## config.mk

```make
export PLATFORM = sky130hd
export DESIGN_NAME = dsbm_out
export DESIGN_NICKNAME = d
export VERILOG_FILES = /design/src/sv/dsbm_pkg.sv /design/src/sv/dsbm_out.sv
export SDC_FILE = /design/constraint.sdc
export NUM_CORES = 1
export LEC_CHECK = 0
export BUFFER_PORTS_ARGS = -buffer_cell sky130_fd_sc_hd__buf_4
export CORE_UTILIZATION = 43
export CTS_BUF_LIST = sky130_fd_sc_hd__clkbuf_16
export CTS_CLUSTER_SIZE = 12
export DETAILED_ROUTE_END_ITERATION = 12
export HOLD_SLACK_MARGIN = 0.02
export MAX_ROUTING_LAYER = met4
export PLACE_DENSITY = 0.82
export SYNTH_ARGS = -nofsm -noshare
export SYNTH_HDL_FRONTEND = slang
export SYNTH_SLANG_ARGS = --single-unit
```

## constraint.sdc

```tcl
create_clock -name clk -period 2.64 [get_ports clk]
set_input_delay 0.132 -clock clk [delete_from_list [all_inputs] [get_ports clk]]
set_output_delay 0.132 -clock clk [all_outputs]
set_load 0.01 [all_outputs]
```

## src/sv/dsbm_pkg.sv

```systemverilog
// Shared types and constants for the drive speed bias mapper.
// Used by every module of the block except the generic dsbm_div; depends on nothing.
`default_nettype none
package dsbm_pkg;

  localparam int SPEED_W = 16;
  localparam int MAG_W   = 15;
  localparam int BIAS_W  = 16;
  localparam int NUM_W   = 32;
  localparam int BQ_W    = 17;
  localparam int LDVD_W  = 30;
  localparam int PROD_W  = 31;
  localparam int FRAC_W  = 14;

  localparam logic [BIAS_W-1:0] BIAS_ONE  = 16'd16384;
  localparam logic [PROD_W-1:0] ROUND_RHT = 31'd8192;

  localparam logic [MAG_W-1:0]  MAX_SPEED_RST = 15'd32512;
  localparam logic [MAG_W-1:0]  MID_SPEED_RST = 15'd16384;
  localparam logic [BIAS_W-1:0] BIAS_RST      = 16'd16384;

  typedef enum logic [2:0] {
    CFG_MAX_SPEED      = 3'd0,
    CFG_MID_SPEED      = 3'd1,
    CFG_BIAS_LOW_FWD   = 3'd2,
    CFG_BIAS_HIGH_FWD  = 3'd3,
    CFG_BIAS_LOW_BACK  = 3'd4,
    CFG_BIAS_HIGH_BACK = 3'd5
  } cfg_idx_t;

  typedef struct packed {
    logic [MAG_W-1:0]  max_speed;
    logic [MAG_W-1:0]  mid_speed;
    logic [BIAS_W-1:0] bias_low_fwd;
    logic [BIAS_W-1:0] bias_high_fwd;
    logic [BIAS_W-1:0] bias_low_back;
    logic [BIAS_W-1:0] bias_high_back;
  } cfg_t;

  // Side data that travels alongside the blend division.
  typedef struct packed {
    logic              neg;
    logic [MAG_W-1:0]  mag;
    logic              blend;
    logic [BIAS_W-1:0] fix_bias;
  } band_side_t;

  // Side data that travels alongside the left-side division.
  typedef struct packed {
    logic              neg;
    logic [BIAS_W-1:0] bias;
    logic              big;
    logic [MAG_W-1:0]  mag;
    logic [PROD_W-1:0] rprod;
  } mix_side_t;

endpackage
`default_nettype wire

```

## src/sv/dsbm_out.sv

```systemverilog
// Output register: picks each side's magnitude, applies the sign.
// Depends on dsbm_pkg.
`default_nettype none
module dsbm_out (
  input  wire logic                               clk,
  input  wire logic                               rst,
  input  wire logic                               en,
  input  wire logic                               in_valid,
  input  wire logic [dsbm_pkg::MAG_W-1:0]         left_q,
  input  wire dsbm_pkg::mix_side_t                in_side,
  output logic                                    out_valid,
  output logic signed [dsbm_pkg::SPEED_W-1:0]     left_drive,
  output logic signed [dsbm_pkg::SPEED_W-1:0]     right_drive,
  output logic [dsbm_pkg::BIAS_W-1:0]             bias_used
);

  logic [dsbm_pkg::PROD_W-1:0]  rsum;
  logic [dsbm_pkg::MAG_W-1:0]   lmag;
  logic [dsbm_pkg::MAG_W-1:0]   rmag;
  logic [dsbm_pkg::SPEED_W-1:0] lext;
  logic [dsbm_pkg::SPEED_W-1:0] rext;

  always_comb begin
    rsum = in_side.rprod + dsbm_pkg::ROUND_RHT;
    lmag = in_side.big ? left_q : in_side.mag;
    rmag = in_side.big ? in_side.mag
                       : rsum[dsbm_pkg::FRAC_W+dsbm_pkg::MAG_W-1:dsbm_pkg::FRAC_W];
    lext = {1'b0, lmag};
    rext = {1'b0, rmag};
  end

  always_ff @(posedge clk) begin
    if (rst) begin
      out_valid <= 1'b0;
    end else if (en) begin
      out_valid <= in_valid;
    end
  end

  always_ff @(posedge clk) begin
    if (en) begin
      left_drive  <= in_side.neg ? (~lext + 16'd1) : lext;
      right_drive <= in_side.neg ? (~rext + 16'd1) : rext;
      bias_used   <= in_side.bias;
    end
  end

endmodule
`default_nettype wire

```

==> flow_metrics.py <==
metrics = {
    "power": {
        "p_leak_nw": 1.73,
        "seq_power_share_pct": 44.9,
        "power.total_w": 0.00218,
        "clkPwrFrac_pct": 32.1,
        "p_sw_w": 0.000528,
        "ir_drop_mv": 0.261,
        "intPower_w": 0.00165,
        "p_comb_share_pct": 22.9,
        "p_sw_share_pct": 24.2,
        "powerDensity_nw_per_um2": 531,
    },
    "placement": {
        "post-place-ws_ns": 0.341,
        "dp.cells": 452,
        "dpl.hpwl_um": 5290,
        "place.port_buffers": 116,
        "globalplace.congestion": 0.873,
    },
    "floorplan": {
        "die_w_um": 83.9,
        "fp.coreArea_sq_um": 6420,
        "pin_count": 132,
        "rows": 29,
        "initial_core_util_pct": 44.9,
        "die_area_sq_um": 7040,
        "die_h_um": 83.9,
    },
    "clocking": {
        "clkSinkCount": 49,
        "clock_path_buffers": 2,
        "cts_tree": "done",
        "cts.htree.levels": 2,
        "cts-buffers-inserted": 5,
        "ctsRootBufferMaster": "clkbuf_16",
        "postCtsSetupRepairBufs": 0,
        "clk_pin_slew_worst_paths_ns": 0.06,
        "clock_latency_ns": 0.28,
    },
    "critical_path": {
        "worstSetupEndpointType": "flop",
        "r2r-end": "out_valid",
        "cp_max_fo": 6,
        "worstSetupPathType": "primary input to flop",
        "required_ns": 2.67,
        "r2r-start": "out_valid",
        "crit_path_start_kind": "primary input",
        "r2r_setup_slack_ns": 2.05,
        "worstRegToRegCells": 2,
        "arrival_ns": 2.02,
    },
    "synth": {
        "ys_types": 42,
        "synth_edf_count": 48,
        "synth.cells.most_frequent": "edfxtp_1, xor2_1, mux2i_1",
        "synthCells": 264,
        "yosysSeqAreaShare_pct": 50.6,
        "ys_top_cells_by_area": "edfxtp_1, mux2i_1, xor2_1, xnor2_1, nand2_1",
        "yosys.area.top_type": "edfxtp_1",
        "synth_ff_type": "edfxtp_1",
        "async_reset_ff_share_pct": 0,
        "synth_warnings": 0,
        "ys_ff_latch": 49,
        "syn_nets": 350,
        "synthMostInstantiatedCell": "edfxtp_1",
        "syn_area_per_cell_sq_um": 10.9,
        "syn_area_sq_um": 2890,
        "yosys.area.top_type_share_pct": 49.9,
    },
    "sta": {
        "finalWorstSetupSlack_ns": 0.656,
        "max_freq_mhz": 504,
        "slew_viol_final": 0,
        "finalHoldViolCount": 0,
        "clock_skew_ns": 0,
        "period_share_pct": 75.1,
        "worst_slew_pin_slew_ns": 0.612,
        "setup_violations": 0,
        "rsz0062_at_grt": "no",
        "fin_setup_tns_ns": 0,
        "min_period_ns": 1.98,
        "relSlewSlack_pct": 59.2,
    },
    "cells_and_area": {
        "layout-drive-gt1-share_pct": 34.0,
        "nets": 479,
        "post-route-util_pct": 64.0,
        "diodes": 0,
        "final_cells": 471,
        "area_growth_pct": 42.3,
        "fill_cells": 508,
        "seq_area_sq_um": 1460,
        "multi_input_area_sq_um": 1340,
    },
    "routing": {
        "routed_wirelength_um": 7100,
        "vias": 2470,
        "vias_per_cell": 5.24,
        "drcViolationCount": 23,
        "first_iter_violations": 159,
        "drt_first_pass_iters": 9,
        "wl_per_cell_um": 15.1,
        "ant_nets": 0,
    },
    "global_routing": {
        "grt_first_pass_wirelength_um": 11300,
        "grt_pass1_vias": 2398,
        "globalRouteTotalUtil_pct": 20.8,
        "grt_overflow": 0,
        "antenna_found_initial": 0,
        "grt_start_max_net_pins": 50,
    },
    "status": {
        "outcome": "finished, violations left",
        "failed_checks": "DRC",
    },
    "hold_path": {
        "hold_path_class": "primary input to flop",
        "hold_path_end": "bias_used[5]",
        "whs_path_depth": 1,
        "holdCritStartpoint": "in_side[52]",
    },
    "job": {
        "cap_violations": 0,
    },
}
critical path, cell delays in order:
cell and delay [ns]:
buf_4 0.11, nand4_1 0.22, or4_2 0.70, a31oi_1 0.33, nor4b_1 0.10, nand4_1 0.17
o21ai_1 0.11, xor2_1 0.15
power groups by stage:
stage          clock network [W]  registers (W)  logic, W
2_1_floorplan                  0        0.00104  0.000176
3_3_place_gp                   0       0.000993  0.000474
3_5_place_dp                   0       0.000995  0.000486
4_1_cts                 0.000714       0.000979  0.000490
5_1_grt                 0.000748       0.000987  0.000542
6_report                0.000700       0.000980  0.000500
routing by layer:
layer | part of all wire [%] | vias to the layer above | GRT usage, %
li1 | - | 1227 | -
met1 | 43 | 1142 | 25.5
met2 | 49 | 91 | 34.4
met3 | 6.7 | 10 | 4.75
met4 | 1.5 | 0 | 6.43
met5 | 0 | - | -
worst max path at each step:
stage | from | slack (ns) | cells past startpoint | endpoint
6_report | in_side[20] | 0.66 | 8 | right_drive[13]
4_1_cts | in_side[13] | 0.66 | 9 | right_drive[14]
3_3_place_gp | in_side[13] | 0.41 | 9 | right_drive[14]
2_1_floorplan | in_side[46] | 0.02 | 12 | left_drive[14]
3_5_place_dp | in_side[13] | 0.34 | 9 | right_drive[14]
5_1_grt | in_side[13] | 0.37 | 9 | right_drive[15]
layout by cell type, fill, tap and decap left out, drive strengths merged, types with 2 or more instances in the layout:
cell,n
buf,120
edfxtp,48
xor2,26
mux2i,25
nand2,24
nor2,22
nor3,14
o21ai,14
a21oi,13
xnor2,11
dlygate4sd3,11
nand3,9
o31ai,7
inv,6
nor4,5
clkbuf,5
nand3b,4
clkinv,3
ha,3
nand4,3
or2,3
mux2,2
nor3b,2
or4,2
final cells by class:
| class | count | area share (%) |
|---|---|---|
| sequential | 49 | 35.6 |
| multi-input combinational | 198 | 32.7 |
| timing repair buffer | 131 | 24.6 |
| clock buffer | 5 | 3.05 |
| tap | 77 | 2.34 |
| clock inverter | 3 | 1.00 |
| inverter | 8 | 0.731 |
kinds of logic after synthesis:
group / Yosys count / synth area share, %
compound gates: 40 / 8.67
xor+xnor: 37 / 11.2
fa+ha+maj: 3 / 1.30
buf+inv: 17 / 2.82
flops: 49 / 50.6
mux: 27 / 9.45
simple gates: 91 / 15.9
registers in the layout (all words and copies together) (netlist names):
register and cells:
bias_used 16, right_drive 16, out_valid 1, left_drive 16
what timing repair did:
item                                   4_1_cts  5_1_grt
hold buffers                                 2        9
endpoints found under the hold margin        2        9
gates resized for setup                      0        0
through the flow:
step,area (sq um),hold slack [ns]
3_3_place_gp,3830,0.289
6_report,4110,0.0260
5_1_grt,4110,0.0218
4_1_cts,4020,0.0202
2_1_floorplan,2900,0.204
3_5_place_dp,3830,0.290
Power figures use the tool's default switching activity.
