File: config.mk
export PLATFORM = sky130hd
export DESIGN_NAME = dsbm_band
export DESIGN_NICKNAME = d
export VERILOG_FILES = /design/src/sv/dsbm_pkg.sv /design/src/sv/dsbm_band.sv
export SDC_FILE = /design/constraint.sdc
export NUM_CORES = 2
export LEC_CHECK = 0
export BUFFER_PORTS_ARGS = -buffer_cell sky130_fd_sc_hd__buf_2
export CAP_MARGIN = 20
export CORE_ASPECT_RATIO = 0.6
export CORE_UTILIZATION = 25
export DETAILED_ROUTE_END_ITERATION = 8
export GPL_TIMING_DRIVEN = 1
export PLACE_DENSITY = 0.4
export SLEW_MARGIN = 20
export SYNTH_ARGS = -nofsm -noshare
export SYNTH_HDL_FRONTEND = slang
export SYNTH_SLANG_ARGS = --single-unit
File: constraint.sdc
create_clock -name clk -period 7.7 [get_ports clk]
set_input_delay 0.385 -clock clk [delete_from_list [all_inputs] [get_ports clk]]
set_output_delay 0.385 -clock clk [all_outputs]
set_load 0.02 [all_outputs]
File: src/sv/dsbm_pkg.sv
// Shared types and constants for the drive speed bias mapper.
// Used by every module of the block except the generic dsbm_div; depends on nothing.
`default_nettype none
package dsbm_pkg;

  localparam int SPEED_W = 16;
  localparam int MAG_W   = 15;
  localparam int BIAS_W  = 16;
  localparam int NUM_W   = 32;
  localparam int BQ_W    = 17;
  localparam int LDVD_W  = 30;
  localparam int PROD_W  = 31;
  localparam int FRAC_W  = 14;

  localparam logic [BIAS_W-1:0] BIAS_ONE  = 16'd16384;
  localparam logic [PROD_W-1:0] ROUND_RHT = 31'd8192;

  localparam logic [MAG_W-1:0]  MAX_SPEED_RST = 15'd32512;
  localparam logic [MAG_W-1:0]  MID_SPEED_RST = 15'd16384;
  localparam logic [BIAS_W-1:0] BIAS_RST      = 16'd16384;

  typedef enum logic [2:0] {
    CFG_MAX_SPEED      = 3'd0,
    CFG_MID_SPEED      = 3'd1,
    CFG_BIAS_LOW_FWD   = 3'd2,
    CFG_BIAS_HIGH_FWD  = 3'd3,
    CFG_BIAS_LOW_BACK  = 3'd4,
    CFG_BIAS_HIGH_BACK = 3'd5
  } cfg_idx_t;

  typedef struct packed {
    logic [MAG_W-1:0]  max_speed;
    logic [MAG_W-1:0]  mid_speed;
    logic [BIAS_W-1:0] bias_low_fwd;
    logic [BIAS_W-1:0] bias_high_fwd;
    logic [BIAS_W-1:0] bias_low_back;
    logic [BIAS_W-1:0] bias_high_back;
  } cfg_t;

  // Side data that travels alongside the blend division.
  typedef struct packed {
    logic              neg;
    logic [MAG_W-1:0]  mag;
    logic              blend;
    logic [BIAS_W-1:0] fix_bias;
  } band_side_t;

  // Side data that travels alongside the left-side division.
  typedef struct packed {
    logic              neg;
    logic [BIAS_W-1:0] bias;
    logic              big;
    logic [MAG_W-1:0]  mag;
    logic [PROD_W-1:0] rprod;
  } mix_side_t;

endpackage
`default_nettype wire

File: src/sv/dsbm_band.sv
// Front stages: clamp, band selection and the blend numerator.
// Depends on dsbm_pkg.
`default_nettype none
module dsbm_band (
  input  wire logic                          clk,
  input  wire logic                          rst,
  input  wire logic                          en,
  input  wire dsbm_pkg::cfg_t                cfg,
  input  wire logic                          in_valid,
  input  wire logic signed [dsbm_pkg::SPEED_W-1:0] speed_command,
  output logic                               out_valid,
  output logic [dsbm_pkg::NUM_W-1:0]         num,
  output logic [dsbm_pkg::MAG_W-1:0]         den,
  output dsbm_pkg::band_side_t               side
);

  logic [dsbm_pkg::SPEED_W-1:0] raw;
  logic [dsbm_pkg::SPEED_W-1:0] mag_raw;
  logic                         over;
  logic                         above_mid;
  logic [dsbm_pkg::MAG_W-1:0]   mag_c;
  logic [dsbm_pkg::BIAS_W-1:0]  lo_c;
  logic [dsbm_pkg::BIAS_W-1:0]  hi_c;

  // Stage 1 registers.
  logic                         v1;
  dsbm_pkg::band_side_t         s1;
  logic [dsbm_pkg::BIAS_W-1:0]  lo1;
  logic [dsbm_pkg::BIAS_W-1:0]  hi1;
  logic [dsbm_pkg::MAG_W-1:0]   wlo1;
  logic [dsbm_pkg::MAG_W-1:0]   whi1;
  logic [dsbm_pkg::MAG_W-1:0]   den1;
  // Stage 2 registers.
  logic                         v2;
  dsbm_pkg::band_side_t         s2;
  logic [dsbm_pkg::PROD_W-1:0]  plo2;
  logic [dsbm_pkg::PROD_W-1:0]  phi2;
  logic [dsbm_pkg::MAG_W-1:0]   den2;

  always_comb begin
    raw       = speed_command;
    mag_raw   = raw[dsbm_pkg::SPEED_W-1] ? (~raw + 16'd1) : raw;
    over      = mag_raw > {1'b0, cfg.max_speed};
    above_mid = mag_raw > {1'b0, cfg.mid_speed};
    mag_c     = over ? cfg.max_speed : mag_raw[dsbm_pkg::MAG_W-1:0];
    lo_c      = raw[dsbm_pkg::SPEED_W-1] ? cfg.bias_low_back  : cfg.bias_low_fwd;
    hi_c      = raw[dsbm_pkg::SPEED_W-1] ? cfg.bias_high_back : cfg.bias_high_fwd;
  end

  always_ff @(posedge clk) begin
    if (rst) begin
      v1 <= 1'b0;
      v2 <= 1'b0;
      out_valid <= 1'b0;
    end else if (en) begin
      v1 <= in_valid;
      v2 <= v1;
      out_valid <= v2;
    end
  end

  always_ff @(posedge clk) begin
    if (en) begin
      s1.neg      <= raw[dsbm_pkg::SPEED_W-1];
      s1.mag      <= mag_c;
      s1.blend    <= !over && above_mid;
      s1.fix_bias <= over ? hi_c : lo_c;
      lo1         <= lo_c;
      hi1         <= hi_c;
      wlo1        <= cfg.max_speed - mag_c;
      whi1        <= mag_c - cfg.mid_speed;
      den1        <= cfg.max_speed - cfg.mid_speed;

      s2   <= s1;
      plo2 <= lo1 * wlo1;
      phi2 <= hi1 * whi1;
      den2 <= den1;

      side <= s2;
      num  <= dsbm_pkg::NUM_W'(plo2) + dsbm_pkg::NUM_W'(phi2)
            + dsbm_pkg::NUM_W'(den2 >> 1);
      den  <= den2;
    end
  end

endmodule
`default_nettype wire

==> run summary <==
Area of the core region: 119800 sq um
Transition time at the pin with the least slew margin: 1.060 ns
Endpoint class of the critical path: flip-flop
Netlist Area Pre-Place: 30360 sq um
Final setup violation count: 0
Number of enable-type register cells in the synthesized netlist: 300
Number of storage elements in the synthesis netlist: 303
Fmax: 145.0 MHz
Slowest stage delay, CP: 0.66 ns
Seq/Total Area, Yosys: 29.87%
Number of instances resized during post-cts repair: 0
Global-route usage over all layers: 14.67%
Vias: 19901
Overflow left after global routing: 0
Time the final worst path needs with I/O delays and setup: 6.895 ns
Count of antenna-violating nets left after detailed routing: 0
Area enclosed by the die boundary: 122900 sq um
Biggest area contributors in the synthesized netlist: edfxtp_1 (30%), fa_1 (25%), ha_1 (13%)
Standard cell with the maximum stage delay on the critical path: edfxtp_1
Kind of start point of the critical path: flip-flop
Wire length of the first global-routing pass: 134600 um
Clock slew at the register clock pins of the worst setup and hold paths: 0.07 ns
Average detailed-routed wire length per instance: 19.27 um
Required time of the critical path: 8.00 ns
Proportion of layout cells with a drive suffix above 1: 11.56%
Number of nets in the synthesized netlist: 3626
Yosys warns: 0
Unrepaired setup endpoints after global routing: no
Outcome: complete, no violations
DPL Wire Length: 72570 um
Global-route track usage on met2: 20.14%
Starting density of the core: 25.34%
Number of DRC violations after detailed routing: 0
Number of rows created at floorplan: 98
Crit path kind: reg2reg
Final Hold Vio Count: 0
Clock Latency Late Sink: 0.59 ns
CTS tree: yes
Worst Hold Class: in2reg
Final Cycle Share: 89.54%
I/O pins: 195
Top FF cell, synth: edfxtp_1
Max-Cap Viols: 0
Number of buffers inserted during clock tree synthesis: 37
Number of nets in the layout: 3809
Sink count of the clock tree: 303
Average via count per standard cell: 4.292
Synthesized area per cell: 10.75 sq um
GRT met1 Usage: 23.72%
Area delta synth->final: 14.14%
# Post-CTS Setup Buffers: 0
Largest buffer count on any clock path: 3
Ys async rst share: 0%
Netlist cell types: 69
Max Transition Viols Final: 0
Initial detailed-routing violation count: 1284
Global route hottest layer: met1
CTS HTree Levels: 2
Final routed wirelength across all metal layers: 89350 um
Vias in the first global route: 20249
Slew Limit Headroom: 29.30%
Count of mapped cells out of synthesis: 2824
Number of antenna violations at the first check in global routing: 7
IO buf count: 194
Top cell type's share of synthesized area: 29.67%
Pin count of the biggest net entering global routing: 146
Filler cell count in the final layout: 12525
Yosys top cell by area: edfxtp_1
Vertical extent of the die: 271.9 um
Max Clock Skew: 0.03944 ns
Biggest fanout along the worst timing path: 15
Weighted congestion at the end of routability-driven global placement: 0.8316
Total iterations of the first detailed-routing run: 6
CTS root buffer: clkbuf_16
Total Neg Setup Slack: 0 ns
GR Layer Usage met3: 2.455%
Crit path DAT: 7.20 ns
Die Span X: 451.9 um
Critical path, cell by cell: and2_1, fa_1, inv_1, fa_1, inv_1, fa_1, inv_1, fa_1, inv_1, fa_1, inv_1, fa_1, inv_1, ha_1, o21a_1, nor2_1, nor4b_1, a21o_1, a31o_2, a31oi_1, o311ai_1, a21oi_1, xnor2_1
[critical path, delay by kind of cell, from the launching register on]
kind	cells	cell delay, ns
fa+ha+maj	7	3.41
simple gates	3	0.79
compound gates	6	1.30
xor+xnor	1	0.14
flops	1	0.66
buf+inv	6	0.31
[layer usage]
layer  vias up  routed length [um]
li1       9511                   -
met1      9850               48510
met2       471               34670
met3        67                4776
met4         2                1389
met5         -                  11
[stage by stage]
stage,std cells,util (%),hold WS (ns),setup slack [ns],instance area (sq um)
2_1_floorplan,2824,-,0.4003,1.682,30360
3_3_place_gp,4566,27.75,0.4004,0.7651,33240
3_5_place_dp,4566,27.75,0.4045,0.8030,33240
4_1_cts,4636,28.92,0.07770,0.8130,34650
5_1_grt,4637,28.93,0.09065,0.4395,34650
6_report,4637,28.93,0.1298,0.8052,34650
[sequential cells by signal (all words and copies together) (netlist names), 15 cells and up]
name / cells
lo1: 16
den2: 15
s2: 33
phi2: 31
den1: 15
whi1: 15
wlo1: 15
plo2: 31
den: 15
side: 33
s1: 33
hi1: 16
num: 32
[synth_stat cells (all sizes together) (3+ instances only)]
master / number
inv: 516
fa: 378
ha: 310
edfxtp: 300
and2: 292
nand2: 248
xnor2: 104
a21oi: 95
nor2: 83
clkbuf: 66
o21ai: 57
a21o: 54
mux2: 49
nor3: 33
xor2: 26
nand3: 20
nor2b: 19
nand2b: 15
o21a: 15
o21bai: 15
a211oi: 14
or3: 12
nand4: 10
o41ai: 8
and3: 7
buf: 7
a31o: 6
o31ai: 6
a21boi: 5
a31oi: 5
a221oi: 4
mux2i: 4
a311oi: 3
dfxtp: 3
o311ai: 3
or2: 3
[path summary, 6_finish.rpt]
| check | to | slack [ns] | cells after the start | startpoint |
|---|---|---|---|---|
| worst max-delay path | phi2[29]$_DFFE_PP_ | 0.81 | 23 | hi1[10]$_DFFE_PP_ |
| worst min-delay path | hi1[2]$_DFFE_PP_ | 0.13 | 2 | cfg[2] |
| worst max register to register | phi2[29]$_DFFE_PP_ | 0.81 | 23 | hi1[10]$_DFFE_PP_ |
| worst min register to register | side[14]$_DFFE_PP_ | 0.42 | 0 | s2[14]$_DFFE_PP_ |
[final cells by class]
type                       count  area (sq um)  share of cell area, %
timing repair buffer         217          1174                  3.387
clock buffer                  42         965.9                  2.788
antenna                        1         2.502               0.007222
tap                         1600          2002                  5.777
sequential                   303          9069                  26.17
inverter                     516          1937                  5.589
multi-input combinational   1932         19080                  55.06
clock inverter                26         422.9                  1.220
[kinds of logic after synthesis]
family	after synthesis	share of synthesized area [%]
AO/OA/AOI/OAI	307	6.689
XOR/XNOR	130	3.750
adder cells (fa/ha/maj)	688	37.70
buffers and inverters	589	7.323
flip-flops	303	29.87
multiplexers	53	1.949
AND/OR/NAND/NOR	754	12.72
[cell usage in the layout (no fill, tap or decap), drive strengths merged, types with 12 or more instances in the layout]
cell    count
inv       520
fa        378
ha        310
edfxtp    300
and2      292
nand2     248
buf       215
xnor2     104
a21oi      95
nor2       83
o21ai      57
a21o       54
mux2       49
clkbuf     42
nor3       33
xor2       26
nand3      20
nor2b      19
o21a       15
o21bai     15
nand2b     15
a211oi     14
or3        12
[repair_timing]
| action | in CTS | in global routing |
|---|---|---|
| endpoints found under the hold margin | 3 | 0 |
| hold buffers | 2 | 0 |
| setup endpoints to repair | 0 | 0 |
Power is not shown: default switching activity piles up to over one toggle a cycle in this logic, so the estimate is an artifact.
