[src/sv/dsbm_div.sv]
// Pipelined restoring divider, one quotient bit per stage, with side data.
// Generic; the caller guarantees that the quotient fits in Q bits.
`default_nettype none
module dsbm_div #(
  parameter int N = 32,
  parameter int D = 15,
  parameter int Q = 17,
  parameter int W = 33
) (
  input  wire logic         clk,
  input  wire logic         rst,
  input  wire logic         en,
  input  wire logic         in_valid,
  input  wire logic [N-1:0] dividend,
  input  wire logic [D-1:0] divisor,
  input  wire logic [W-1:0] in_side,
  output logic              out_valid,
  output logic [Q-1:0]      quotient,
  output logic [W-1:0]      out_side
);

  logic         vld [Q];
  logic [D-1:0] rem [Q];
  logic [Q-1:0] quo [Q];
  logic [Q-1:0] low [Q];
  logic [D-1:0] dsr [Q];
  logic [W-1:0] sd  [Q];

  for (genvar k = 0; k < Q; k++) begin : g_stage
    logic         v_p;
    logic [D-1:0] r_p;
    logic [Q-1:0] q_p;
    logic [Q-1:0] l_p;
    logic [D-1:0] d_p;
    logic [W-1:0] s_p;
    logic [D:0]   trial;
    logic         take;

    if (k == 0) begin : g_first
      assign v_p = in_valid;
      assign r_p = D'(dividend[N-1:Q]);
      assign q_p = '0;
      assign l_p = dividend[Q-1:0];
      assign d_p = divisor;
      assign s_p = in_side;
    end else begin : g_next
      assign v_p = vld[k-1];
      assign r_p = rem[k-1];
      assign q_p = quo[k-1];
      assign l_p = low[k-1];
      assign d_p = dsr[k-1];
      assign s_p = sd[k-1];
    end

    assign trial = {r_p, l_p[Q-1]} - {1'b0, d_p};
    assign take  = ({r_p, l_p[Q-1]} >= {1'b0, d_p});

    always_ff @(posedge clk) begin
      if (rst) begin
        vld[k] <= 1'b0;
      end else if (en) begin
        vld[k] <= v_p;
      end
    end

    always_ff @(posedge clk) begin
      if (en) begin
        rem[k] <= take ? trial[D-1:0] : {r_p[D-2:0], l_p[Q-1]};
        quo[k] <= {q_p[Q-2:0], take};
        low[k] <= {l_p[Q-2:0], 1'b0};
        dsr[k] <= d_p;
        sd[k]  <= s_p;
      end
    end
  end

  assign out_valid = vld[Q-1];
  assign quotient  = quo[Q-1];
  assign out_side  = sd[Q-1];

endmodule
`default_nettype wire

[config.mk]
export PLATFORM = sky130hd
export DESIGN_NAME = dsbm_div
export DESIGN_NICKNAME = d
export VERILOG_FILES = /design/src/sv/dsbm_div.sv
export SDC_FILE = /design/constraint.sdc
export NUM_CORES = 1
export LEC_CHECK = 0
export BUFFER_PORTS_ARGS = -buffer_cell sky130_fd_sc_hd__buf_2
export CORE_ASPECT_RATIO = 0.5
export CORE_MARGIN = 1.5
export CORE_UTILIZATION = 39
export CTS_CLUSTER_DIAMETER = 120
export CTS_CLUSTER_SIZE = 24
export DETAILED_ROUTE_END_ITERATION = 10
export GPL_ROUTABILITY_DRIVEN = 0
export HOLD_SLACK_MARGIN = 0.05
export PLACE_DENSITY = 0.66
export RECOVER_POWER = 100
export SLEW_MARGIN = 20
export SYNTH_ARGS = -nofsm -noshare
export SYNTH_HDL_FRONTEND = slang
export SYNTH_SLANG_ARGS = --single-unit
export TNS_END_PERCENT = 10
[constraint.sdc]
create_clock -name clk -period 3.3 [get_ports clk]
set_clock_uncertainty 0.15 [all_clocks]
set_input_delay 0.495 -clock clk [delete_from_list [all_inputs] [get_ports clk]]
set_output_delay 0.495 -clock clk [all_outputs]
set_load 0.01 [all_outputs]
==> results.md, run 1 <==
- CTS tree: yes
- P&R area growth vs syn: 10.4%
- Routed len/inst: 15.2 µm
- Grt total ovfl: 0
- Worst-Margin Slew: 1.71 ns
- CP endpoint kind: flip-flop
- Post-synthesis async set-or-reset flop share: 0%
- CTS Buffer Depth: 3
- DIE WIDTH: 539 µm
- Synthesized area: 0.0560 mm²
- Post-synth EDFFs: 1,347
- Initial antenna violation count: 0
- Worst Path Arrival: 3.41 ns
- Synth Instances: 3,653
- Startpoint types: flip-flop
- Chip height: 271 µm
- Critical path buffers and inverters: 1
- Sequential cell area fraction in the yosys report: 72.2%
- Post-DP HPWL: 60.0 mm
- Crit path kind: flip-flop to flip-flop
- Die ar.: 0.146 mm²
- Fillers: 12,400
- Area contributors post-synth: edfxtp_1, ha_1, inv_1, mux2_2, a21oi_1
- Placed Cells incl. Taps: 5,711
- Overall power: 48,300 µW
- Synth area leader: edfxtp_1
- IO Count: 135
- Fin cells: 5,863
- Gr usage total: 11.9%
- Register bit count reported by yosys: 1,347
- Setup TNS: 0 ns
- CP Cell Sequence: inv_1, ha_1, nor2b_1, o31a_1, or4_1, a21oi_1, o21bai_1, o41ai_1, o22ai_1
- Starting DRC count in detailed routing: 2,033
- Min Tclk post-route: 3.14 ns
- Ys flop type: edfxtp_1
- First drt pass iteration count: 6
- Worst EP required: 3.57 ns
- Clk_lat worst skew: 0.68 ns
- Power Density: 782 mW/mm²
- Critical path's top delay family: compound AO/OA/AOI/OAI gates
- # clock sinks: 1,347
- Setup violators final: 0
- Vias/cell: 4.98
- Final hold vios: 0
- Routed Antenna Nets: 0
- Slew HR: -14.1%
- CTS H-tree depth: 3
- Number of cell rows: 98
- Clock slew at reported path FFs: 0.09 ns
- Post-route DRC: 0
- Starting Density: 39.2%
- Worst min path class: flip-flop to flip-flop
- RSZ-0062 raised after global routing: no
- Final WL: 89.1 mm
- Root Driver: clkbuf_16
- CORE AREA: 0.143 mm²
- Crit Path Max Fanout: 4
- Synth cell types: 82
- Nets: 4,315
- Ys Warns: 0
- Total CTS buffers: 66
- Violated checks: capacitance limit, slew limit
- Syn Nets: 4,008
- Layout cells sized above 1: 7.70%
- Largest net degree at the start of global routing: 133
- Fin. max-slew vios: 44
- Period utilization: 95.1%
- Leakage power: 0.0226 µW
- Via count: 29,200
- Fin util: 43.3%
- Antenna diodes: 0
- # port buffers: 134
- Worst vdd ir: 0.442 mV
- Max cap viols: 1
- Post-Syn Area per Cell: 15.3 µm²
- Status: finished, violations left
- Post-synth top area share: 72.2%
- Critical-path cell with the highest stage delay: edfxtp_1
- Fmax: 319 MHz
- Vias in the first global route: 28,800
- Slowest Stage Delay on Critical Path: 0.45 ns
- First-pass GRT wire length: 144 mm
-- metrics by stage --
step / setup slack (ns) / cell area [µm²] / hold WS, ns
after CTS: 0.112 / 62200 / 0.209
after detailed placement: 0.0798 / 59600 / 0.255
after global routing: 0.00770 / 61800 / 0.256
final: 0.163 / 61800 / 0.255
after global placement: 0.130 / 59600 / 0.250
after floorplan: 0.430 / 56000 / 0.250
-- worst reg2reg max path: stages (launching register included) --
cell,delay [ns]
edfxtp_1,0.45
inv_1,0.09
ha_1,0.24
nor2b_1,0.15
o31a_1,0.27
or4_1,0.40
a21oi_1,0.42
o21bai_1,0.22
o41ai_1,0.35
o22ai_1,0.15
-- kinds of logic after synthesis --
kind of cell / Yosys count / synth area share (%)
adder cells (fa/ha/maj): 271 / 6.27
flip-flops: 1347 / 72.2
AO/OA/AOI/OAI: 717 / 8.24
buffers and inverters: 382 / 2.63
AND/OR/NAND/NOR: 658 / 5.70
multiplexers: 130 / 2.61
XOR/XNOR: 148 / 2.32
-- layout make-up --
cell class | count | area [µm²] | area share, %
well taps | 1900 | 2380 | 3.85
inverters | 336 | 1260 | 2.04
multi-input cells | 1924 | 14000 | 22.7
clock buffers | 67 | 1680 | 2.71
clock inverters | 4 | 56.3 | 0.0911
flip-flops and latches | 1347 | 40400 | 65.5
repair buffers | 285 | 1920 | 3.10
-- registers in the layout (all words and copies together) (netlist names) --
register  count
sd          561
dsr         240
rem         240
quo         153
low         136
vld          17
-- cell usage after synthesis, drive strengths merged, types with 15 or more instances --
cell type  count
o21ai        180
inv          336
nor2         197
nor3          42
o31ai         24
nand2b        31
buf           18
ha           255
o211ai        15
nand4         21
mux2         108
mux2i         22
a31oi         27
xnor2         93
edfxtp      1347
nand3         47
o21a          54
and2          31
and3          16
nor2b         43
a211oi        22
clkbuf        28
xor2          55
a21o          51
o31a          20
fa            16
a21oi        206
nand2        158
-- path summary, 6_finish.rpt --
| kind | start | to | slack (ns) | depth (start not counted) |
|---|---|---|---|---|
| worst max-delay path | dsr[0][16] | rem[0][41] | 0.16 | 9 |
| worst min-delay path | sd[0][176] | sd[0][209] | 0.26 | 0 |
| worst max register to register | dsr[0][16] | rem[0][41] | 0.16 | 9 |
| worst min register to register | sd[0][176] | sd[0][209] | 0.26 | 0 |
-- where the power goes --
part / switching, µW / total, µW / leakage, µW / internal (µW)
clock: 5030 / 8720 / 0.000851 / 3680
combinational: 8730 / 16000 / 0.00857 / 7290
sequential: 1170 / 23600 / 0.0132 / 22400
total: 14900 / 48300 / 0.0226 / 33400
-- placed cells by master (no fill, tap or decap), types with 23 or more instances in the layout --
cell,instances
a21o_1,51
a21oi_1,205
a31oi_1,25
buf_2,49
clkbuf_1,98
clkbuf_16,67
dlygate4sd3_1,81
edfxtp_1,1347
ha_1,255
inv_1,335
mux2_2,102
nand2_1,158
nand2b_1,31
nand3_1,47
nor2_1,197
nor2b_1,43
nor3_1,42
o21a_1,54
o21ai_0,176
o31ai_1,23
xnor2_1,93
xor2_1,55
-- repair_timing --
| item | 4_1_cts | 5_1_grt |
|---|---|---|
| hold buffers | 81 | 0 |
| resized for setup | 0 | 2 |
| setup buffers | 0 | 0 |
| setup endpoints to repair | 0 | 13 |
| hold endpoints to repair | 87 | 0 |
-- layer usage --
metal,up-vias,GRT usage (%),wire (µm)
li1,14300,-,-
met1,14100,15.2,40200
met2,647,20.2,42800
met3,191,2.11,3260
met4,0,4.41,2820
met5,-,0,0
Power figures use the tool's default switching activity.
==> inputs of run 2 (changes only) <==
--- a/config.mk
+++ b/config.mk
@@ -5,6 +5,7 @@
 export SDC_FILE = /design/constraint.sdc
 export NUM_CORES = 1
 export LEC_CHECK = 0
+export ABC_AREA = 1
 export BUFFER_PORTS_ARGS = -buffer_cell sky130_fd_sc_hd__buf_2
 export CORE_ASPECT_RATIO = 0.5
 export CORE_MARGIN = 1.5
==> results.md, run 2 <==
- CTS tree: yes
- NetSw: 16,400 µW
- Die ar.: 0.157 mm²
- Setup TNS: 0 ns
- Setup violators final: 0
- Routed Antenna Nets: 0
- Root Driver: clkbuf_16
- Fmax: 343 MHz
- Slew HR: -33.3%
- Register Area: 0.0404 mm²
- Worst R2R Setup Slack: 0.44 ns
- Seq pwr share: 48.8%
- Starting DRC count in detailed routing: 2,096
- Post-synth top area share: 67.3%
- Period utilization: 88.3%
- Violated checks: capacitance limit, slew limit
- Vias in the first global route: 33,700
- Area contributors post-synth: edfxtp_1, nand2_1, inv_1, ha_1, nand3_1
- Worst Hold Endpoint: rem[0][0]
- Post-synth EDFFs: 1,347
- DP Area: 0.0636 mm²
- Worst-Margin Slew: 2.00 ns
- Via count: 34,800
- Worst Path Arrival: 3.05 ns
- Initial antenna violation count: 0
- IO Count: 135
- Most common cell after layout, fill and taps aside: nand2_1
- Chip height: 281 µm
- Clk_lat worst skew: 0.67 ns
- Hold path depth: 3
- Routed len/inst: 12.7 µm
- CTS Buffer Depth: 3
- Fin cells: 7,693
- Setup bufs post-CTS: 0
- Worst vdd ir: 0.362 mV
- CTS H-tree depth: 3
- Int Pwr: 31,500 µW
- Most frequent cells in the layout: nand2_1, edfxtp_1, inv_1, nand3_1, nor2_1
- Register bit count reported by yosys: 1,347
- Power Density: 729 mW/mm²
- Synth area leader: edfxtp_1
- Biggest register: sd
- Gr usage total: 12.5%
- Syn Nets: 5,693
- Switching Fraction: 34.3%
- Top flop regs: sd x561, dsr x240, rem x240
- Antenna diodes: 0
- Largest net degree at the start of global routing: 129
- Comb pwr share: 32.8%
- Layout cells sized above 1: 4.08%
- Beginning of the worst hold path: dividend[16]
- DIE WIDTH: 558 µm
- Final hold vios: 0
- Synth cell types: 34
- Leakage power: 0.0285 µW
- Final WL: 97.9 mm
- Starting Density: 39.4%
- Synth Instances: 5,338
- Placed Cells incl. Taps: 7,539
- Post-Syn Area per Cell: 11.3 µm²
- Dominant cell by count in the synthesized netlist: nand2_1
- Reg2Reg Capture Point: rem[0][164]
- Fillers: 14,300
- Number of cell rows: 101
- Reg-to-reg startpoint: dsr[0][135]
- Vias/cell: 4.53
- Synthesized area: 0.0601 mm²
- First drt pass iteration count: 7
- Crit Path Max Fanout: 71
- R2R cell count: 12
- Nets: 5,981
- Worst EP required: 3.44 ns
- Grt total ovfl: 0
- Worst min path class: primary input to flip-flop
- Status: finished, violations left
- Startpoint types: primary input
- Largest register FFs: 561
- Crit path kind: primary input to flip-flop
- Area of the multi-input gates: 0.0156 mm²
- CP endpoint kind: flip-flop
- Post-synthesis async set-or-reset flop share: 0%
- Ys flop type: edfxtp_1
- Post-DP HPWL: 70.4 mm
- Fin. max-slew vios: 394
- # clock sinks: 1,347
- Clock share of power: 18.4%
- Ys Warns: 0
- Post-synth top cells: nand2_1, edfxtp_1, inv_1, nand3_1, nor2_1
- Total CTS buffers: 66
- RSZ-0062 raised after global routing: no
- Sequential cell area fraction in the yosys report: 67.3%
- Post-route DRC: 0
- Clock slew at reported path FFs: 0.08 ns
- CORE AREA: 0.152 mm²
- P&R area growth vs syn: 9.37%
- First-pass GRT wire length: 161 mm
- Min Tclk post-route: 2.91 ns
- # port buffers: 134
- Overall power: 47,900 µW
- Max cap viols: 5
- Final non-filler cell area: 0.0657 mm²
==> run 2: cell types whose count changed in the layout (fill, tap and decap cells not counted), moves of 51 or more <==
cell     change
nand2_1   +1458
nand4_1     +79
a21o_1      -51
xnor2_1     -79
o21a_1      -53
nor2_1      +60
o21ai_0     -87
mux2_2     -102
nand3_1    +254
a21oi_1    -123
inv_1      +651
==> run 2: power groups by stage <==
stage / clock network [µW] / logic [µW] / registers [µW]
CTS: 9260 / 16000 / 23400
finish: 8810 / 15700 / 23400
detailed placement: 0 / 15800 / 23800
global placement: 0 / 15500 / 23800
floorplan: 0 / 12700 / 23300
global route: 9820 / 18200 / 23600
==> run 2: kinds of logic (layout without fill, tap and decap cells) <==
group           Yosys count  after routing  synth area share (%)
compound gates          182            182                  1.66
xor+xnor                 87             87                  1.27
fa+ha+maj               271            271                  5.84
buf+inv                1023           1318                  6.68
flops                  1347           1347                  67.3
simple gates           2428           2428                  17.3
==> run 2: cell type report <==
class	instances	share of cell area (%)
clock buffers	67	2.55
clock inverters	8	0.148
inverters	990	5.65
multi-input cells	2968	23.7
flip-flops and latches	1347	61.5
well taps	2060	3.92
repair buffers	253	2.49
==> run 2: what timing repair did <==
action | in CTS | in global routing
hold endpoints to repair | 79 | 0
resized for setup | 0 | 0
hold buffers | 79 | 0
==> run 2: stage by stage <==
stage	setup slack [ns]	hold slack (ns)	util (%)
3_5_place_dp	0.624	0.255	41.8
4_1_cts	0.615	0.0590	43.4
5_1_grt	0.225	0.0928	43.1
6_report	0.388	0.0998	43.1
3_3_place_gp	0.643	0.250	41.8
2_1_floorplan	0.992	0.250	-
==> run 2: worst max-delay path: stages <==
cell,delay [ns]
dlygate4sd3_1,0.60
buf_12,0.28
clkbuf_2,0.68
clkbuf_4,0.88
==> run 2: how the worst max path moves through the flow <==
| stage | from | to | slack [ns] |
|---|---|---|---|
| floorplan | dividend[16] | rem[0][1] | 0.99 |
| global placement | dividend[16] | rem[0][1] | 0.64 |
| detailed placement | dsr[0][120] | rem[0][137] | 0.62 |
| CTS | dsr[0][120] | rem[0][137] | 0.62 |
| global route | dsr[0][135] | rem[0][159] | 0.22 |
| finish | en | sd[0][421] | 0.39 |
==> run 2: layer usage <==
metal | track usage, % | vias to the layer above | wire length (µm)
met5 | 0 | - | 0
met4 | 4.42 | 0 | 3320
met3 | 2.08 | 194 | 2970
met2 | 22.1 | 471 | 47400
met1 | 15.5 | 16100 | 44200
li1 | - | 18100 | -
