===== src/sv/dsbm_pkg.sv =====
// Shared types and constants for the drive speed bias mapper.
// Used by every module of the block except the generic dsbm_div; depends on nothing.
`default_nettype none
package dsbm_pkg;

  localparam int SPEED_W = 16;
  localparam int MAG_W   = 15;
  localparam int BIAS_W  = 16;
  localparam int NUM_W   = 32;
  localparam int BQ_W    = 17;
  localparam int LDVD_W  = 30;
  localparam int PROD_W  = 31;
  localparam int FRAC_W  = 14;

  localparam logic [BIAS_W-1:0] BIAS_ONE  = 16'd16384;
  localparam logic [PROD_W-1:0] ROUND_RHT = 31'd8192;

  localparam logic [MAG_W-1:0]  MAX_SPEED_RST = 15'd32512;
  localparam logic [MAG_W-1:0]  MID_SPEED_RST = 15'd16384;
  localparam logic [BIAS_W-1:0] BIAS_RST      = 16'd16384;

  typedef enum logic [2:0] {
    CFG_MAX_SPEED      = 3'd0,
    CFG_MID_SPEED      = 3'd1,
    CFG_BIAS_LOW_FWD   = 3'd2,
    CFG_BIAS_HIGH_FWD  = 3'd3,
    CFG_BIAS_LOW_BACK  = 3'd4,
    CFG_BIAS_HIGH_BACK = 3'd5
  } cfg_idx_t;

  typedef struct packed {
    logic [MAG_W-1:0]  max_speed;
    logic [MAG_W-1:0]  mid_speed;
    logic [BIAS_W-1:0] bias_low_fwd;
    logic [BIAS_W-1:0] bias_high_fwd;
    logic [BIAS_W-1:0] bias_low_back;
    logic [BIAS_W-1:0] bias_high_back;
  } cfg_t;

  // Side data that travels alongside the blend division.
  typedef struct packed {
    logic              neg;
    logic [MAG_W-1:0]  mag;
    logic              blend;
    logic [BIAS_W-1:0] fix_bias;
  } band_side_t;

  // Side data that travels alongside the left-side division.
  typedef struct packed {
    logic              neg;
    logic [BIAS_W-1:0] bias;
    logic              big;
    logic [MAG_W-1:0]  mag;
    logic [PROD_W-1:0] rprod;
  } mix_side_t;

endpackage
`default_nettype wire


===== src/sv/dsbm_mix.sv =====
// Bias selection after the blend division, and the operands of both drive sides.
// Depends on dsbm_pkg.
`default_nettype none
module dsbm_mix (
  input  wire logic                         clk,
  input  wire logic                         rst,
  input  wire logic                         en,
  input  wire logic                         in_valid,
  input  wire logic [dsbm_pkg::BQ_W-1:0]    blend_q,
  input  wire dsbm_pkg::band_side_t         in_side,
  output logic                              out_valid,
  output logic [dsbm_pkg::LDVD_W-1:0]       dividend,
  output dsbm_pkg::mix_side_t               out_side
);

  logic [dsbm_pkg::BIAS_W-1:0] bias;

  always_comb begin
    if (in_side.blend) begin
      bias = blend_q[dsbm_pkg::BQ_W-1] ? '1 : blend_q[dsbm_pkg::BIAS_W-1:0];
    end else begin
      bias = in_side.fix_bias;
    end
  end

  always_ff @(posedge clk) begin
    if (rst) begin
      out_valid <= 1'b0;
    end else if (en) begin
      out_valid <= in_valid;
    end
  end

  always_ff @(posedge clk) begin
    if (en) begin
      dividend       <= {1'b0, in_side.mag, {dsbm_pkg::FRAC_W{1'b0}}}
                      + dsbm_pkg::LDVD_W'(bias[dsbm_pkg::BIAS_W-1:1]);
      out_side.neg   <= in_side.neg;
      out_side.bias  <= bias;
      out_side.big   <= bias > dsbm_pkg::BIAS_ONE;
      out_side.mag   <= in_side.mag;
      out_side.rprod <= in_side.mag * bias;
    end
  end

endmodule
`default_nettype wire


===== config.mk =====
export PLATFORM = sky130hd
export DESIGN_NAME = dsbm_mix
export DESIGN_NICKNAME = d
export VERILOG_FILES = /design/src/sv/dsbm_pkg.sv /design/src/sv/dsbm_mix.sv
export SDC_FILE = /design/constraint.sdc
export NUM_CORES = 1
export LEC_CHECK = 0
export BUFFER_PORTS_ARGS = -buffer_cell sky130_fd_sc_hd__buf_2
export CAP_MARGIN = 20
export CORE_UTILIZATION = 61
export DETAILED_ROUTE_END_ITERATION = 8
export GPL_ROUTABILITY_DRIVEN = 0
export PLACE_DENSITY = 0.84
export SETUP_SLACK_MARGIN = 0.05
export SYNTH_ARGS = -nofsm -noshare
export SYNTH_HDL_FRONTEND = slang
export SYNTH_SLANG_ARGS = --single-unit

===== constraint.sdc =====
create_clock -name clk -period 8.4 [get_ports clk]
set_input_delay 1.26 -clock clk [delete_from_list [all_inputs] [get_ports clk]]
set_output_delay 1.26 -clock clk [all_outputs]
set_load 0.03 [all_outputs]

==> results of run 1 <==
## worst max-delay path, delay by kind of cell
family          cells  cell delay, ns
buf+inv             8            0.75
fa+ha+maj           7            3.35
compound gates      3            0.84
simple gates        5            1.64
## synthesized netlist by cell type (all sizes together) (3+ instances only)
cell    instances  area share [%]
a211oi          6            0.44
a21o           13            0.85
a21oi          35             1.6
and2          132             7.2
and3            5            0.27
buf            24             1.4
clkbuf         51             1.7
edfxtp         80              21
fa            180              32
ha             97              11
inv           240             7.9
nand2         129             4.2
nand2b          3            0.16
nand3          18            0.79
nand4          12            0.66
nor2           30            0.99
nor2b           3            0.16
nor3            6            0.26
o211ai          3            0.20
o21a            5            0.33
o21ai          15            0.66
o21bai          5            0.36
o22a            8            0.61
o22ai           6            0.33
xnor2          28             2.1
xor2            9            0.69
## cell usage in the layout (no fill, tap or decap), drive strengths merged, types with 3 or more instances in the layout
cell    synthesis  routed
nand2         129     129
and3            5       5
clkbuf         51       9
inv           240     243
and2          132     132
a211oi          6       6
fa            180     180
nand4          12      12
edfxtp         80      80
o211ai          3       3
a21o           13      13
nor2           30      30
a21oi          35      35
buf            24     159
o21bai          5       5
o22a            8       8
ha             97      97
nor2b           3       3
o22ai           6       6
nor3            6       6
o21a            5       5
xnor2          28      28
nand2b          3       3
xor2            9       9
o21ai          15      15
nand3          18      18
## cell type report
type,instances,area [um^2]
clock buffer,9,225
fill,1373,5660
multi-input combinational,781,7740
timing repair buffer,159,826
inverter,240,901
tap,229,287
clock inverter,7,83.8
sequential,81,2420
## sequential cells by signal (all words and copies together), names as in the netlist
| name | flops |
|---|---|
| out_side | 50 |
| dividend | 30 |
| out_valid | 1 |
## per-stage QoR
stage / hold WS, ns / std cells / instance area [um^2] / setup WS [ns]
after floorplan: 0.630 / 1177 / 11400 / 1.16
after global placement: 0.473 / 1490 / 12200 / 0.477
after detailed placement: 0.522 / 1490 / 12200 / 0.327
after CTS: 0.534 / 1506 / 12500 / 0.659
after global routing: 0.585 / 1506 / 12500 / 0.304
final: 0.517 / 1506 / 12500 / 0.605
## cells by family (layout without fill, tap and decap cells)
group           count (synthesis)  in the layout  share of synthesized area (%)
compound gates                118            118                           7.18
simple gates                  348            348                           15.5
buf+inv                       315            415                           11.0
xor+xnor                       37             37                           2.84
mux                             1              1                         0.0877
flops                          81             81                           21.2
fa+ha+maj                     277            277                           42.2
## worst min-delay path by stage
stage | to
global placement | out_valid$_SDFFE_PP0P_
floorplan | out_valid$_SDFFE_PP0P_
CTS | out_valid$_SDFFE_PP0P_
global route | out_valid$_SDFFE_PP0P_
detailed placement | out_valid$_SDFFE_PP0P_
finish | out_valid$_SDFFE_PP0P_
## metal layers
| layer | wire length [um] | GRT usage, % | part of all wire, % |
|---|---|---|---|
| met3 | 2900 | 7.22 | 10 |
| met4 | 797 | 11.0 | 2.9 |
| met1 | 10200 | 39.2 | 37 |
| met2 | 14000 | 51.8 | 50 |
| met5 | 0 | 0 | 0 |
==> metrics, run 1 <==
drt total wl 27900 um; Worst Setup End Kind flip-flop; main flop type after synthesis edfxtp_1; vias in the first global route 9090; grt ovf 0; DR iter-0 viols 720; outcome complete, but fails checks; CP most frequent cell inv_1; Syn Nets 1508; CTS root buf clkbuf_16; I/O pin cnt 149; Final Setup Violations 0; CP startpoint kind primary input; hold path depth 2; post-route ant nets 0; slowest cell on the critical path fa_1; post-CTS resize count 0; Clock transition at path regs 0.07 ns; Initial Util 62.9%; worst path required time 8.46 ns; First-pass DRT Iterations 7; critical path peak fanout 15; Final HPWL DP 21900 um; row count 49; Critical Path AT 7.86 ns; Post-Syn Area per Cell 9.70 um^2; drt drc 16; Syn Inst Count 1177; WS Path Type in -> reg; largest net degree at the start of global routing 61; synth unique cells 57; TritonCTS clock tree yes; GRT Overall Usage 30.8%; Slew Limit Fails 0; worst r2r src out_valid$_SDFFE_PP0P_; routed length per placed instance 18.5 um; flop-to-flop setup slack 7.80 ns; final worst-path cycle share 92.8%; sequential fraction of the synthesis area 21.2%; layout cells sized above 1 14.4%; initial antenna violation count 0; Critical Path Max Stage Delay 0.54 ns; setup repair bufs after CTS 0; Max Fclk 0.128 GHz; die height 139 um; Core Area 0.0181 mm^2; flops & latches, synth 81; die area 0.0193 mm^2; count of final hold-check violations 0; vias 8690; Max-Slew Margin vs Limit 48.4%; Yosys warnings 0; first-pass GRT wire length 46100 um; Max Buffers Root-to-Sink 2; Critical Path End out_side[23]$_DFFE_PP_; RSZ-0062 raised after global routing no; H-tree depth 3; Fin Clk Skew 0 ns; Port-buffer cells 148; fin util 68.8%; Worst-Skew Late Latency 0.36 ns; NumNets Final 1603; Setup crit start blend_q[16]; crit-path cells buf_2, nand2b_1, o22ai_1, inv_1, and2_1, fa_1, inv_1, fa_1, inv_1, fa_1, inv_1, fa_1, inv_1, fa_1, inv_1, fa_1, inv_1, ha_1, a21oi_1, nor2_1, nor3_1, nor4b_1, a311oi_1; clk sinks 81; failing checks DRC; CTS Buf Count 9; Die W 139 um; ys async rst share 0%; area growth from synthesis to layout 9.40%; Tmin final 7.80 ns; Worst-Margin Slew 0.775 ns; EDFF count, synth 80; reg2reg end out_valid$_SDFFE_PP0P_; worst r2r path cells 2; Hold Path Class reg -> reg; worst min-delay path startpoint out_valid$_SDFFE_PP0P_; max-cap violation count 0; Hold-fix buffers, CTS 0; via density per instance 5.77; total negative slack 0 ns; Netlist Area Pre-Place 0.0114 mm^2; n_diodes 0
Power of run 1 is not shown: default switching activity piles up to over one toggle a cycle in this logic, so the estimate is an artifact.
==> run 2: changes to the inputs <==
--- a/config.mk
+++ b/config.mk
@@ -5,7 +5,8 @@
 export SDC_FILE = /design/constraint.sdc
 export NUM_CORES = 1
 export LEC_CHECK = 0
-export BUFFER_PORTS_ARGS = -buffer_cell sky130_fd_sc_hd__buf_2
+export ABC_AREA = 1
+export BUFFER_PORTS_ARGS = -buffer_cell sky130_fd_sc_hd__clkbuf_2
 export CAP_MARGIN = 20
 export CORE_UTILIZATION = 61
 export DETAILED_ROUTE_END_ITERATION = 8
==> metrics, run 2 <==
outcome complete, but fails checks (unchanged); failing checks DRC (unchanged); via density per instance 5.58 (was 5.77); initial antenna violation count 0 (unchanged); vias 9532 (was 8690); clk sinks 81 (unchanged); H-tree depth 3 (unchanged); First-pass DRT Iterations 9 (was 7); hold path depth 2 (unchanged); synth unique cells 35 (was 57); Die W 139 um (about the same); Slew Limit Fails 0 (unchanged); final worst-path cycle share 87.5% (was 92.8%); worst r2r src out_valid$_SDFFE_PP0P_ (unchanged); Top Registers out_side (50), dividend (30), out_valid (1) (unchanged); most common cell after layout, fill and taps aside inv_1 (unchanged); Most flops, register out_side (unchanged); Worst-Skew Late Latency 0.36 ns (about the same); Critical Path AT 7.46 ns (was 7.86 ns); Core Area 0.0182 mm^2 (was 0.0181 mm^2); I/O pin cnt 149 (unchanged); vias in the first global route 10133 (was 9090); commonest cells after routing, fill and taps aside inv_1 (327), nand2_1 (295), nor2_1 (184) (was inv_1 (240), fa_1 (180), buf_2 (147)); crit-path cells clkbuf_2, nand2_4, o22a_1, ha_1, inv_1, fa_1, fa_1, inv_1, fa_1, fa_1, fa_1, fa_1, ha_1, nand2_1, nor2_1, and3_1, a21oi_1, xnor2_1 (was buf_2, nand2b_1, o22ai_1, inv_1, and2_1, fa_1, inv_1, fa_1, inv_1, fa_1, inv_1, fa_1, inv_1, fa_1, inv_1, fa_1, inv_1, ha_1, a21oi_1, nor2_1, nor3_1, nor4b_1, a311oi_1); Critical Path Max Stage Delay 0.66 ns (was 0.54 ns); Clock transition at path regs 0.07 ns (about the same); RSZ-0062 raised after global routing no (unchanged); die area 0.0194 mm^2 (was 0.0193 mm^2); routed length per placed instance 17.4 um (was 18.5 um); first-pass GRT wire length 49800 um (was 46100 um); Commonest cells post-synth inv_1 (327), nand2_1 (295), nor2_1 (184), fa_1 (180), ha_1 (97) (was inv_1 (240), fa_1 (180), and2_1 (132), nand2_1 (129), ha_1 (97)); top cell type's share of synthesized area 31.4% (was 31.6%); Netlist Area Pre-Place 0.0115 mm^2 (was 0.0114 mm^2); reg2reg end out_valid$_SDFFE_PP0P_ (unchanged); count of final hold-check violations 0 (unchanged); Port-buffer cells 148 (unchanged); drt total wl 29700 um (was 27900 um); drt drc 16 (unchanged); flops & latches, synth 81 (unchanged); area growth from synthesis to layout 10.1% (was 9.40%); Yosys warnings 0 (unchanged); Final Setup Violations 0 (unchanged); TritonCTS clock tree yes (unchanged); Syn Inst Count 1349 (was 1177); Syn Nets 1680 (was 1508); max-cap violation count 0 (unchanged); post-layout worst setup margin 1.05 ns (was 0.605 ns); main flop type after synthesis edfxtp_1 (unchanged); grt ovf 0 (unchanged); WS Path Type in -> reg (unchanged); slowest cell on the critical path o22a_1 (was fa_1); top post-synthesis cells by area fa_1 (31%), edfxtp_1 (21%), inv_1 (11%) (was fa_1 (32%), edfxtp_1 (21%), ha_1 (11%)); CTS Buf Count 9 (unchanged); CTS root buf clkbuf_16 (unchanged); WHS Endpoint out_valid$_SDFFE_PP0P_ (unchanged); fill count 1339 (was 1373); Initial Util 63.0% (was 62.9%); ys async rst share 0% (unchanged); Tmin final 7.35 ns (was 7.80 ns); Max Buffers Root-to-Sink 2 (unchanged); Hold Path Class reg -> reg (unchanged); EDFF count, synth 80 (unchanged); layout cells sized above 1 13.5% (was 14.4%); flop-to-flop setup slack 7.81 ns (was 7.80 ns); Post-Syn Area per Cell 8.50 um^2 (was 9.70 um^2); Placement Setup Slack 0.779 ns (was 0.327 ns); max reg flops 50 (unchanged); most common cell in the netlist inv_1 (unchanged); NumNets Final 1805 (was 1603); post-route ant nets 0 (unchanged); Synth area leader fa_1 (unchanged); post-CTS resize count 0 (unchanged); Max Fclk 0.136 GHz (was 0.128 GHz); WP buf/inv 3 (was 8); sequential fraction of the synthesis area 21.1% (was 21.2%); GRT Overall Usage 33.3% (was 30.8%); die height 139 um (about the same); worst path required time 8.51 ns (was 8.46 ns); Worst Setup End Kind flip-flop (unchanged); row count 49 (unchanged); n_diodes 0 (unchanged); critical path peak fanout 17 (was 15); Hold-fix buffers, CTS 0 (unchanged); largest net degree at the start of global routing 82 (was 61); crit-path leading delay family adder cells (unchanged); Worst-Margin Slew 1.08 ns (was 0.775 ns); worst r2r path cells 2 (unchanged); CP most frequent cell fa_1 (was inv_1); Max-Slew Margin vs Limit 27.7% (was 48.4%); setup repair bufs after CTS 0 (unchanged); CP startpoint kind primary input (unchanged); DR iter-0 viols 790 (was 720); Fin Clk Skew 0 ns (unchanged); Final HPWL DP 23000 um (was 21900 um); worst min-delay path startpoint out_valid$_SDFFE_PP0P_ (unchanged); total negative slack 0 ns (unchanged)
-- run 2: cell types whose count changed after synthesis, moves of 22 or more --
cell / delta
and2_1: -130
xnor2_1: -22
nand2_1: +166
clkbuf_1: -34
nor2_1: +154
inv_1: +87
-- run 2: worst max path at each step --
stage / slack (ns) / depth (start not counted) / end / startpoint
CTS: 1.13 / 19 / out_side[25]$_DFFE_PP_ / in_side[16]
floorplan: 1.98 / 23 / out_side[27]$_DFFE_PP_ / in_side[16]
global placement: 0.91 / 19 / out_side[25]$_DFFE_PP_ / in_side[16]
global route: 0.85 / 19 / out_side[25]$_DFFE_PP_ / in_side[16]
detailed placement: 0.78 / 19 / out_side[25]$_DFFE_PP_ / in_side[16]
finish: 1.05 / 18 / out_side[17]$_DFFE_PP_ / in_side[16]
-- run 2: cell families after synthesis --
family | Yosys count | share of synthesized area, %
and+or+nand+nor | 536 | 18.5
buffers and inverters | 387 | 13.4
adders and majority gates | 277 | 42.0
DFF | 81 | 21.1
AOI/OAI and AO/OA | 36 | 2.54
xor gates and xnor gates | 31 | 2.37
muxes | 1 | 0.0873
-- run 2: final cells by class --
cell class	instances	area (um^2)	share of cell area (%)
multi-input combinational	881	7510	59.5
sequential	81	2420	19.2
inverter	345	1290	10.3
timing repair buffer	156	803	6.36
tap	229	287	2.27
clock buffer	9	225	1.78
clock inverter	7	86.3	0.684
-- run 2: through the flow --
stage,util [%],instances,area [um^2],hold WS [ns]
floorplan,-,1349,11500,0.630
global placement,67.7,1692,12300,0.473
detailed placement,67.7,1692,12300,0.493
CTS,69.4,1708,12600,0.511
global route,69.4,1708,12600,0.559
finish,69.4,1708,12600,0.502
-- run 2: worst reg2reg max path, delay by kind of cell (launching register included) --
kind / cells / cell delay [ns]
and+or+nand+nor: 1 / 0.05
muxes: 1 / 0.13
DFF: 1 / 0.31
-- run 2: per-layer routing --
metal,vias up,track usage (%),part of all wire [%]
met5,-,0,0
met2,601,54.6,48
met3,127,8.53,11
li1,4226,-,-
met4,0,17.3,4.4
met1,4578,40.8,37
Power of run 2 is left out for the same reason.
